### src/rtl/sfcc_pkg.sv
// Package for the sensor frame CRC check and convert block.
// Holds status codes, frame constants, the result type and the CRC-8 step.
// No dependencies.
package sfcc_pkg;

  localparam int FrameStored = 5;           // bytes held before the closing CRC byte
  localparam logic [7:0] CrcPoly = 8'h31;
  localparam logic [7:0] CrcInit = 8'hFF;

  // Result status codes
  localparam logic [1:0] ST_OK       = 2'd0;
  localparam logic [1:0] ST_SHORT    = 2'd1;
  localparam logic [1:0] ST_TEMP_CRC = 2'd2;
  localparam logic [1:0] ST_HUM_CRC  = 2'd3;

  localparam logic signed [7:0] TempError = -8'sd128;
  localparam logic [7:0]        HumError  = 8'hFF;
  localparam logic signed [7:0] TempMax   = 8'sd127;

  // Temperature: (350*raw - 5832615) / 131070, truncated toward zero
  localparam logic [25:0] TempOffset = 26'd5832615;
  // Humidity: (200*raw + 65535) / 131070, truncated
  localparam logic [23:0] HumRound   = 24'd65535;

  typedef struct packed {
    logic [1:0]        status;
    logic [15:0]       raw_humidity;
    logic [15:0]       raw_temperature;
    logic [7:0]        humidity_pct;
    logic signed [7:0] temperature_c;
  } result_t;

  // One byte through the CRC-8, MSB first, no reflection
  function automatic logic [7:0] crc8_byte(input logic [7:0] crc_in, input logic [7:0] data);
    logic [7:0] c;
    c = crc_in ^ data;
    for (int i = 0; i < 8; i++) begin
      if (c[7]) begin
        c = {c[6:0], 1'b0} ^ CrcPoly;
      end else begin
        c = {c[6:0], 1'b0};
      end
    end
    return c;
  endfunction

  function automatic logic [7:0] crc8_word(input logic [7:0] hi, input logic [7:0] lo);
    return crc8_byte(crc8_byte(CrcInit, hi), lo);
  endfunction

endpackage

### src/rtl/sensor_frame_crc_check_and_convert.sv
// Sensor frame CRC check and convert, top level.
// Uses sfcc_pkg for codes, the result type and the CRC-8 functions.
//
// Usage:
//   Input channel s_*: one item per received byte. s_tuser[0] = 0 carries a
//   frame byte in s_tdata, s_tuser[0] = 1 marks an early end of transfer.
//   A frame is six bytes: temperature word (MSB first), its CRC-8, humidity
//   word, its CRC-8. Bytes one to five only update internal storage.
//   Output channel m_*: one item per completed frame or early end, with the
//   status in m_tuser and both converted values plus both raw words in m_tdata.
// Latency: when the output is free, the result of the sixth byte or of an early end
//   is on m_* in the cycle after the input item is accepted; else it waits in skid.
// Throughput: one input item per cycle unless stalled. The CRC checks and both
//   scalings are constant-coefficient logic between byte store and result register.
// Stall: the result register is backed by one skid entry, so an item is taken
//   while a result waits; s_tready drops only when the skid entry is full.
// Reset: rst clears the byte count and both valid flags; stored frame bytes
//   keep stale contents and are always rewritten before use.
module sensor_frame_crc_check_and_convert (
  input  logic        clk,
  input  logic        rst,
  input  logic        s_tvalid,
  output logic        s_tready,
  input  logic [7:0]  s_tdata,   // [7:0] rx_byte
  input  logic [0:0]  s_tuser,   // [0] action
  output logic        m_tvalid,
  input  logic        m_tready,
  output logic [47:0] m_tdata,   // [7:0] temperature_c, [15:8] humidity_pct,
                                 // [31:16] raw_temperature, [47:32] raw_humidity
  output logic [1:0]  m_tuser    // [1:0] status
);

  logic [7:0]           frame_bytes [sfcc_pkg::FrameStored];
  logic [2:0]           byte_count;
  logic                 skid_valid;
  sfcc_pkg::result_t    out_res;
  sfcc_pkg::result_t    skid_res;
  sfcc_pkg::result_t    res_next;

  logic        accept;
  logic        last_byte;
  logic        res_valid;
  logic        out_free;

  logic [15:0] raw_t;
  logic [15:0] raw_h;
  logic        crc_t_ok;
  logic        crc_h_ok;

  // temperature path
  logic [24:0] t_prod;
  logic [25:0] t_num;
  logic        t_neg;
  logic [24:0] t_mag;
  logic [23:0] t_half;
  logic [24:0] t_sum;
  logic [8:0]  t_quot;
  logic signed [7:0] t_val;

  // humidity path
  logic [23:0] h_num;
  logic [22:0] h_half;
  logic [23:0] h_sum;
  logic [7:0]  h_val;

  assign s_tready  = !skid_valid;
  assign accept    = s_tvalid && s_tready;
  assign last_byte = (byte_count >= 3'(sfcc_pkg::FrameStored));
  assign res_valid = accept && (s_tuser[0] || last_byte);
  assign out_free  = !m_tvalid || m_tready;

  assign raw_t = {frame_bytes[0], frame_bytes[1]};
  assign raw_h = {frame_bytes[3], frame_bytes[4]};

  assign crc_t_ok = (sfcc_pkg::crc8_word(frame_bytes[0], frame_bytes[1]) == frame_bytes[2]);
  assign crc_h_ok = (sfcc_pkg::crc8_word(frame_bytes[3], frame_bytes[4]) == s_tdata);

  // Division by 131070: halve, then divide by 2^16-1 as (x + (x >> 16) + 1) >> 16,
  // exact for quotients below 2^16.
  always_comb begin
    t_prod = 25'(raw_t) * 25'd350;
    t_num  = {1'b0, t_prod} - sfcc_pkg::TempOffset;
    t_neg  = t_num[25];
    t_mag  = t_neg ? 25'(-t_num) : t_num[24:0];
    t_half = t_mag[24:1];
    t_sum  = 25'(t_half) + 25'(t_half[23:16]) + 25'd1;
    t_quot = t_sum[24:16];
    if (t_neg) begin
      t_val = -$signed(t_quot[7:0]);          // magnitude stays below 45
    end else if (t_quot > 9'd127) begin
      t_val = sfcc_pkg::TempMax;
    end else begin
      t_val = $signed(t_quot[7:0]);
    end

    h_num  = 24'(raw_h) * 24'd200 + sfcc_pkg::HumRound;
    h_half = h_num[23:1];
    h_sum  = 24'(h_half) + 24'(h_half[22:16]) + 24'd1;
    h_val  = h_sum[23:16];
  end

  always_comb begin
    res_next.status          = sfcc_pkg::ST_OK;
    res_next.temperature_c   = t_val;
    res_next.humidity_pct    = h_val;
    res_next.raw_temperature = raw_t;
    res_next.raw_humidity    = raw_h;
    if (s_tuser[0]) begin
      res_next.status          = sfcc_pkg::ST_SHORT;
      res_next.temperature_c   = sfcc_pkg::TempError;
      res_next.humidity_pct    = sfcc_pkg::HumError;
      res_next.raw_temperature = '0;
      res_next.raw_humidity    = '0;
    end else if (!crc_t_ok) begin
      res_next.status        = sfcc_pkg::ST_TEMP_CRC;
      res_next.temperature_c = sfcc_pkg::TempError;
      res_next.humidity_pct  = sfcc_pkg::HumError;
    end else if (!crc_h_ok) begin
      res_next.status        = sfcc_pkg::ST_HUM_CRC;
      res_next.temperature_c = sfcc_pkg::TempError;
      res_next.humidity_pct  = sfcc_pkg::HumError;
    end
  end

  // Control: byte count, result and skid valid flags
  always_ff @(posedge clk) begin
    if (rst) begin
      byte_count <= '0;
      m_tvalid   <= 1'b0;
      skid_valid <= 1'b0;
    end else begin
      if (accept) begin
        if (s_tuser[0] || last_byte) begin
          byte_count <= '0;
        end else begin
          byte_count <= byte_count + 3'd1;
        end
      end
      if (out_free) begin
        if (skid_valid) begin
          m_tvalid   <= 1'b1;
          skid_valid <= 1'b0;
        end else begin
          m_tvalid <= res_valid;
        end
      end else if (res_valid) begin
        skid_valid <= 1'b1;
      end
    end
  end

  // Payload: frame store, result register, skid entry
  always_ff @(posedge clk) begin
    if (accept && !s_tuser[0] && !last_byte) begin
      frame_bytes[byte_count] <= s_tdata;
    end
    if (out_free) begin
      if (skid_valid) begin
        out_res <= skid_res;
      end else if (res_valid) begin
        out_res <= res_next;
      end
    end else if (res_valid) begin
      skid_res <= res_next;
    end
  end

  assign m_tuser = out_res.status;
  assign m_tdata = {out_res.raw_humidity, out_res.raw_temperature,
                    out_res.humidity_pct, out_res.temperature_c};

`ifndef SYNTHESIS
  // skid entry is only filled behind a waiting result
  a_skid_behind_out: assert property (@(posedge clk) disable iff (rst)
    skid_valid |-> m_tvalid) else $error("skid entry valid without output valid");

  // byte count never passes FrameStored, its value at the closing CRC byte
  a_count_range: assert property (@(posedge clk) disable iff (rst)
    byte_count <= 3'(sfcc_pkg::FrameStored)) else $error("byte count out of range");

  // good frame gives humidity within 0..100
  a_hum_range: assert property (@(posedge clk) disable iff (rst)
    (m_tvalid && m_tuser == sfcc_pkg::ST_OK) |-> (m_tdata[15:8] <= 8'd100))
    else $error("humidity out of range on good frame");

  // any error status carries the error values
  a_err_values: assert property (@(posedge clk) disable iff (rst)
    (m_tvalid && m_tuser != sfcc_pkg::ST_OK) |->
      (m_tdata[7:0] == sfcc_pkg::TempError && m_tdata[15:8] == sfcc_pkg::HumError))
    else $error("error result without error values");

  // early end with a free output shows up next cycle as a short-frame result
  a_short_result: assert property (@(posedge clk) disable iff (rst)
    (accept && s_tuser[0] && out_free) |=> (m_tvalid && m_tuser == sfcc_pkg::ST_SHORT))
    else $error("early end did not produce a short-frame result");
`endif

endmodule
### config.mk
export PLATFORM = sky130hd
export DESIGN_NAME = sensor_frame_crc_check_and_convert
export DESIGN_NICKNAME = d
export VERILOG_FILES = /design/src/rtl/sfcc_pkg.sv /design/src/rtl/sensor_frame_crc_check_and_convert.sv
export SDC_FILE = /design/constraint.sdc
export NUM_CORES = 1
export LEC_CHECK = 0
export BUFFER_PORTS_ARGS = -buffer_cell sky130_fd_sc_hd__buf_2
export CAP_MARGIN = 15
export CORE_MARGIN = 10
export CORE_UTILIZATION = 45
export DETAILED_ROUTE_END_ITERATION = 10
export SLEW_MARGIN = 30
export SYNTH_ARGS = -nofsm -noshare
export SYNTH_HDL_FRONTEND = slang
export SYNTH_SLANG_ARGS = --single-unit
### constraint.sdc
create_clock -name clk -period 8.6 [get_ports clk]
set_input_delay 0.86 -clock clk [delete_from_list [all_inputs] [get_ports clk]]
set_output_delay 0.86 -clock clk [all_outputs]
set_load 0.005 [all_outputs]
== After elaboration in Yosys (flattened, before gate mapping) ==
Memory sizes are Yosys's and may differ from the RTL's.
Cells that the tools add are included.

* Add/sub/neg operators: 9
* Multipliers: 2
* Order comparisons: 2
* Equal/unequal tests: 2
* Mux-type cells: 48
* Bitwise gates (word level): 37
* Reduce and logical (&&, ||, !) cells: 14

{| class="wikitable"
|+ Operators with widths
! kind !! count
|-
| two-way mux 6 bit || 32
|-
| two-way mux 50 bit || 2
|-
| NOT 3 bit || 32
|-
| two-way mux 16 bit || 3
|-
| two-way mux 32 bit || 1
|-
| subtractor 25 x 23 -> 26 bit (second input constant) || 1
|-
| adder 24 x 8 -> 25 bit || 1
|-
| adder 25 x 1 -> 25 bit (second input constant) || 1
|-
| two-way mux 25 bit || 1
|-
| negator 25 bit || 1
|-
| adder 23 x 7 -> 24 bit || 1
|-
| adder 24 x 1 -> 24 bit (second input constant) || 1
|-
| adder 24 x 16 -> 24 bit (second input constant) || 1
|-
| multiplier 16 x 8 -> 24 bit (second input constant) || 1
|-
| multiplier 16 x 5 -> 21 bit (second input constant) || 1
|-
| equality test 8 bit || 2
|-
| two-way mux 8 bit || 2
|-
| NOT 8 bit || 2
|-
| XOR 8 bit || 2
|-
| greater-than comparator 9 x 7 -> 1 bit (second input constant) || 1
|-
| negator 8 bit || 1
|-
| two-way mux 2 bit || 3
|-
| logical AND 1 bit || 4
|-
| zero test 1 bit || 4
|-
| 9 further kinds || 13
|}

* Register bits after elaboration: 105
* Memory bits (writable): 40
* Logic and storage cells: 128
* Memories: 1

{| class="wikitable"
|+ Memory list
! memory !! words !! bits a word !! rd ports !! clocked after memory_dff !! write ports !! line !! text
|-
| frame_bytes || 5 || 8 || 5 || 0 || 1 || sensor_frame_crc_check_and_convert.sv:33 || <nowiki>logic [7:0] frame_bytes [sfcc_pkg::FrameStored];</nowiki>
|}

== Depth between registers and ports, before layout ==
An unclocked memory read counts as a cell.

* Depth after elaboration: 41
* Gate-level depth with buffers: 36
* Gate-level depth less buffers: 34

== Least setup slack after synthesis ==
OpenSTA, ideal clock, no wires.

* Path type: flip-flop to flip-flop
* Start: memory frame_bytes[0][0]
* End: register out_res, in the netlist m_tdata[4], data pin
* Arrival time: 7.827 ns
* Required time: 8.338 ns
* Slack: 0.511 ns
* Cell stages (with the launch flop): 35
* Buffers on the path: 3
* Period minus slack after synthesis: 8.089 ns
* Cell sequence: edfxtp_1 -> ha_1 -> fa_1 -> fa_1 -> inv_1 -> fa_1 -> inv_1 -> ha_1 -> buf_2 -> a21oi_2 -> o21ai_0 -> a2111oi_1 -> and2_1 -> buf_2 -> xor2_2 -> nor3_4 -> a21o_1 -> buf_6 -> xnor2_1 -> inv_1 -> ha_1 -> a2111oi_0 -> nand2_1 -> nor3_1 -> mux2i_4 -> nand3b_4 -> a21oi_1 -> a21oi_2 -> xor2_2 -> inv_2 -> ha_1 -> nor3b_1 -> xor2_1 -> o21ai_1 -> o21ai_0

{| class="wikitable"
|+ RTL lines
! element !! line !! text
|-
| from (decl) || sensor_frame_crc_check_and_convert.sv:33 ||
|-
| to (signal assigned) || sensor_frame_crc_check_and_convert.sv:159 || <nowiki>out_res <= skid_res;</nowiki>
|-
| to (signal assigned) || sensor_frame_crc_check_and_convert.sv:161 || <nowiki>out_res <= res_next;</nowiki>
|-
| to (decl) || sensor_frame_crc_check_and_convert.sv:36 || <nowiki>sfcc_pkg::result_t out_res;</nowiki>
|}

==> flow_summary_export.csv <==
group,metric,value,unit
critical_path,rr_startpoint,"frame_bytes[1][5]",
synth,yosysWarnings,0,
min_path,min_to,"m_tdata[43]",
detailed_routing,dr_total_vias,9961,
timing,finalHoldViolCount,0,
place,dpl.hpwl,25100,microns
clock_network,clkTransAtPathRegs,0.07,ns
synth,synth_area_leaders,"edfxtp_1 (31%), ha_1 (13%), fa_1 (9.5%)",
detailed_routing,finalWirelength,32000,microns
timing,clock_skew,0.0109,ns
synth,ys.flop_type,"edfxtp_1",
synth,ys_seq_elements,145,
grt,grt_pass1_vias,9766,
synth,synthCells,1321,
min_path,worstHoldStart,"skid_res[43]",
layout,final_core_util,52.3,%
detailed_routing,top_layer_used,"met4",
place,portBuffers,64,
timing,setup_violations,0,
layout,design_area,15500,sq um
floorplan,die_h,193,microns
layout,n_antenna_cell,0,
clock_network,cts_sinks,145,
synth,yosysTopAreaCell,"edfxtp_1",
critical_path,cp_slowest_cell,"fa_1",
detailed_routing,wl_met3,1510,microns
layout,syn2layout_area_growth,14.7,%
detailed_routing,wl_met1,15800,microns
clock_network,cts_buffers,17,
layout,drive_above_1_share,18.3,%
min_path,min_path_cells,2,
floorplan,coreArea,29600,sq um
synth,synthArstFlopShare,0,%
job,maxCapViolations,0,
timing,fin_crit_sh,95.4,%
floorplan,ios,65,
detailed_routing,drcViolationCount,0,
grt,grt_max_degree,54,
timing,tns,0,ns
detailed_routing,dr_wl_met2,14100,microns
floorplan,fp.dieW,193,microns
grt,grt_usage,16.7,%
synth,synth_nets,1538,
power,irDropWorstVdd,0.000359,V
synth,yosysMostFrequentCell,"inv_1",
timing,tightest_slew,0.948,ns
place,routabilityCongestion,0.868,
critical_path,crit_arrival,8.39,ns
outcome,status,"completed",
synth,synth_commonest_cells,"inv_1 (177), edfxtp_1 (140), ha_1 (140), xnor2_1 (110), nand2_1 (77)",
place,dp.cells,1789,
place,placed_area,14500,sq um
critical_path,max_stage_delay,0.54,ns
critical_path,crit_fanout,12,
layout,fillCellCount,2696,
grt,overflow,0,
power,powerDensity,386,nW/um^2
floorplan,dieArea,37400,sq um
critical_path,reg2reg_slack,0.40,ns
critical_path,start_kind,"register",
synth,syn-cell-area,13500,sq um
critical_path,reg2reg_depth,34,
floorplan,initial_core_util,45.6,%
detailed_routing,drt_iter0_markers,585,
synth,ys_types,98,
clock_network,root_buffer,"clkbuf_16",
synth,avgSynthCellArea,10.2,sq um
min_path,min_path_type,"register to register",
critical_path,cp.required,8.78,ns
grt,antenna_found_initial,0,
timing,max-slew-margin-rel,36.8,%
critical_path,worstSetupPathType,"register to register",
detailed_routing,drtAntennaViolNets,0,
timing,slew_viol_final,0,
critical_path,end_kind,"register",
detailed_routing,avgRoutedWirePerCell,17.3,microns
detailed_routing,drtPass1Iterations,4,
clock_network,clk_latency,0.43,ns
floorplan,rows,63,
synth,seq_area_frac_synth,31.8,%
clock_network,cts.path.max_buffers,2,
clock_network,cts_max_level,4,
synth,netlist.area_leader.share,31.1,%
critical_path,r2r-end,"m_tdata[4]",
detailed_routing,via_per_inst,5.39,
layout,final_cells,1849,
timing,fin_hold_ws,0.522,ns
grt,grt_pass1_wl,51700,microns
synth,synth_edf_count,140,
clock_network,cts_tree,"done",
timing,fmax,122,MHz
layout,nNetsFinal,1663,
timing,finalCriticalPeriod,8.20,ns
power,leakage,0.00647,uW
==> per-layer routing <==
| layer | vias up | track usage, % |
|---|---|---|
| met2 | 213 | 25.2 |
| li1 | 4936 | - |
| met1 | 4776 | 23.8 |
| met3 | 36 | 3.30 |
| met5 | - | 0 |
| met4 | 0 | 4.32 |
==> worst max-delay path: cells and delay by family, from the launching register on <==
family / cells / cell delay, ns
flip-flops: 1 / 0.47
XOR/XNOR: 4 / 0.82
AND/OR/NAND/NOR: 5 / 0.97
AO/OA/AOI/OAI: 11 / 1.86
adder cells (fa/ha/maj): 7 / 2.84
buffers and inverters: 7 / 0.97
==> state kept, by name (all words and copies together) (netlist names) <==
name         cells
byte_count       3
skid_valid       1
skid_res        50
m_tvalid         1
frame_bytes     40
m_tuser          2
m_tdata         48
==> report_power, final <==
part           internal [uW]  switching [uW]
clock                    475             330
sequential               788            9.18
combinational           1810            2570
==> logic make-up after synthesis <==
| family | synth area share (%) |
|---|---|
| compound gates | 13.9 |
| xor+xnor | 10.0 |
| fa+ha+maj | 22.4 |
| buf+inv | 5.90 |
| flops | 31.8 |
| mux | 2.76 |
| simple gates | 13.2 |
==> area by class of cell <==
cell class,count,area (sq um),area share (%)
Sequential cell,145,4300,27.8
Tap cell,390,488,3.15
Clock buffer,18,439,2.83
Multi-Input combinational cell,969,8560,55.2
Clock inverter,14,193,1.24
Inverter,179,672,4.33
Timing Repair Buffer,134,850,5.48
==> stage by stage <==
| step | total power, uW | setup WS, ns |
|---|---|---|
| detailed placement | 5020 | -0.146 |
| floorplan | 3880 | 0.511 |
| global route | 6460 | -0.0220 |
| CTS | 5860 | 0.0507 |
| finish | 5980 | 0.396 |
| global placement | 5070 | -0.107 |
==> layout by cell type, fill, tap and decap left out, types with 24 or more instances in the layout <==
| master | instances |
|---|---|
| mux2_2 | 24 |
| o21ai_0 | 37 |
| nand2_1 | 77 |
| nor2_1 | 65 |
| xnor2_1 | 106 |
| xor2_1 | 34 |
| ha_1 | 138 |
| inv_1 | 177 |
| edfxtp_1 | 140 |
| nor3_1 | 38 |
| fa_1 | 64 |
| a21oi_1 | 46 |
| buf_4 | 69 |
| buf_2 | 64 |
| nor2b_1 | 28 |
==> timing repair <==
item	in CTS	in global routing
pin swaps	0	4
setup endpoints to repair	3	14
hold buffers	0	0
hold endpoints to repair	0	0
resized for setup	2	23
setup buffers	0	28
==> how the worst max path moves through the flow <==
stage | from | slack [ns] | to
final | frame_bytes[1][5] | 0.40 | m_tdata[4]
after global placement | frame_bytes[0][2] | -0.11 | m_tdata[4]
after global routing | frame_bytes[1][7] | -0.02 | m_tdata[4]
after detailed placement | frame_bytes[0][2] | -0.15 | m_tdata[4]
after CTS | frame_bytes[1][5] | 0.05 | m_tdata[4]
after floorplan | frame_bytes[0][0] | 0.51 | m_tdata[4]
Note: power is estimated with default switching activity, not from simulation.
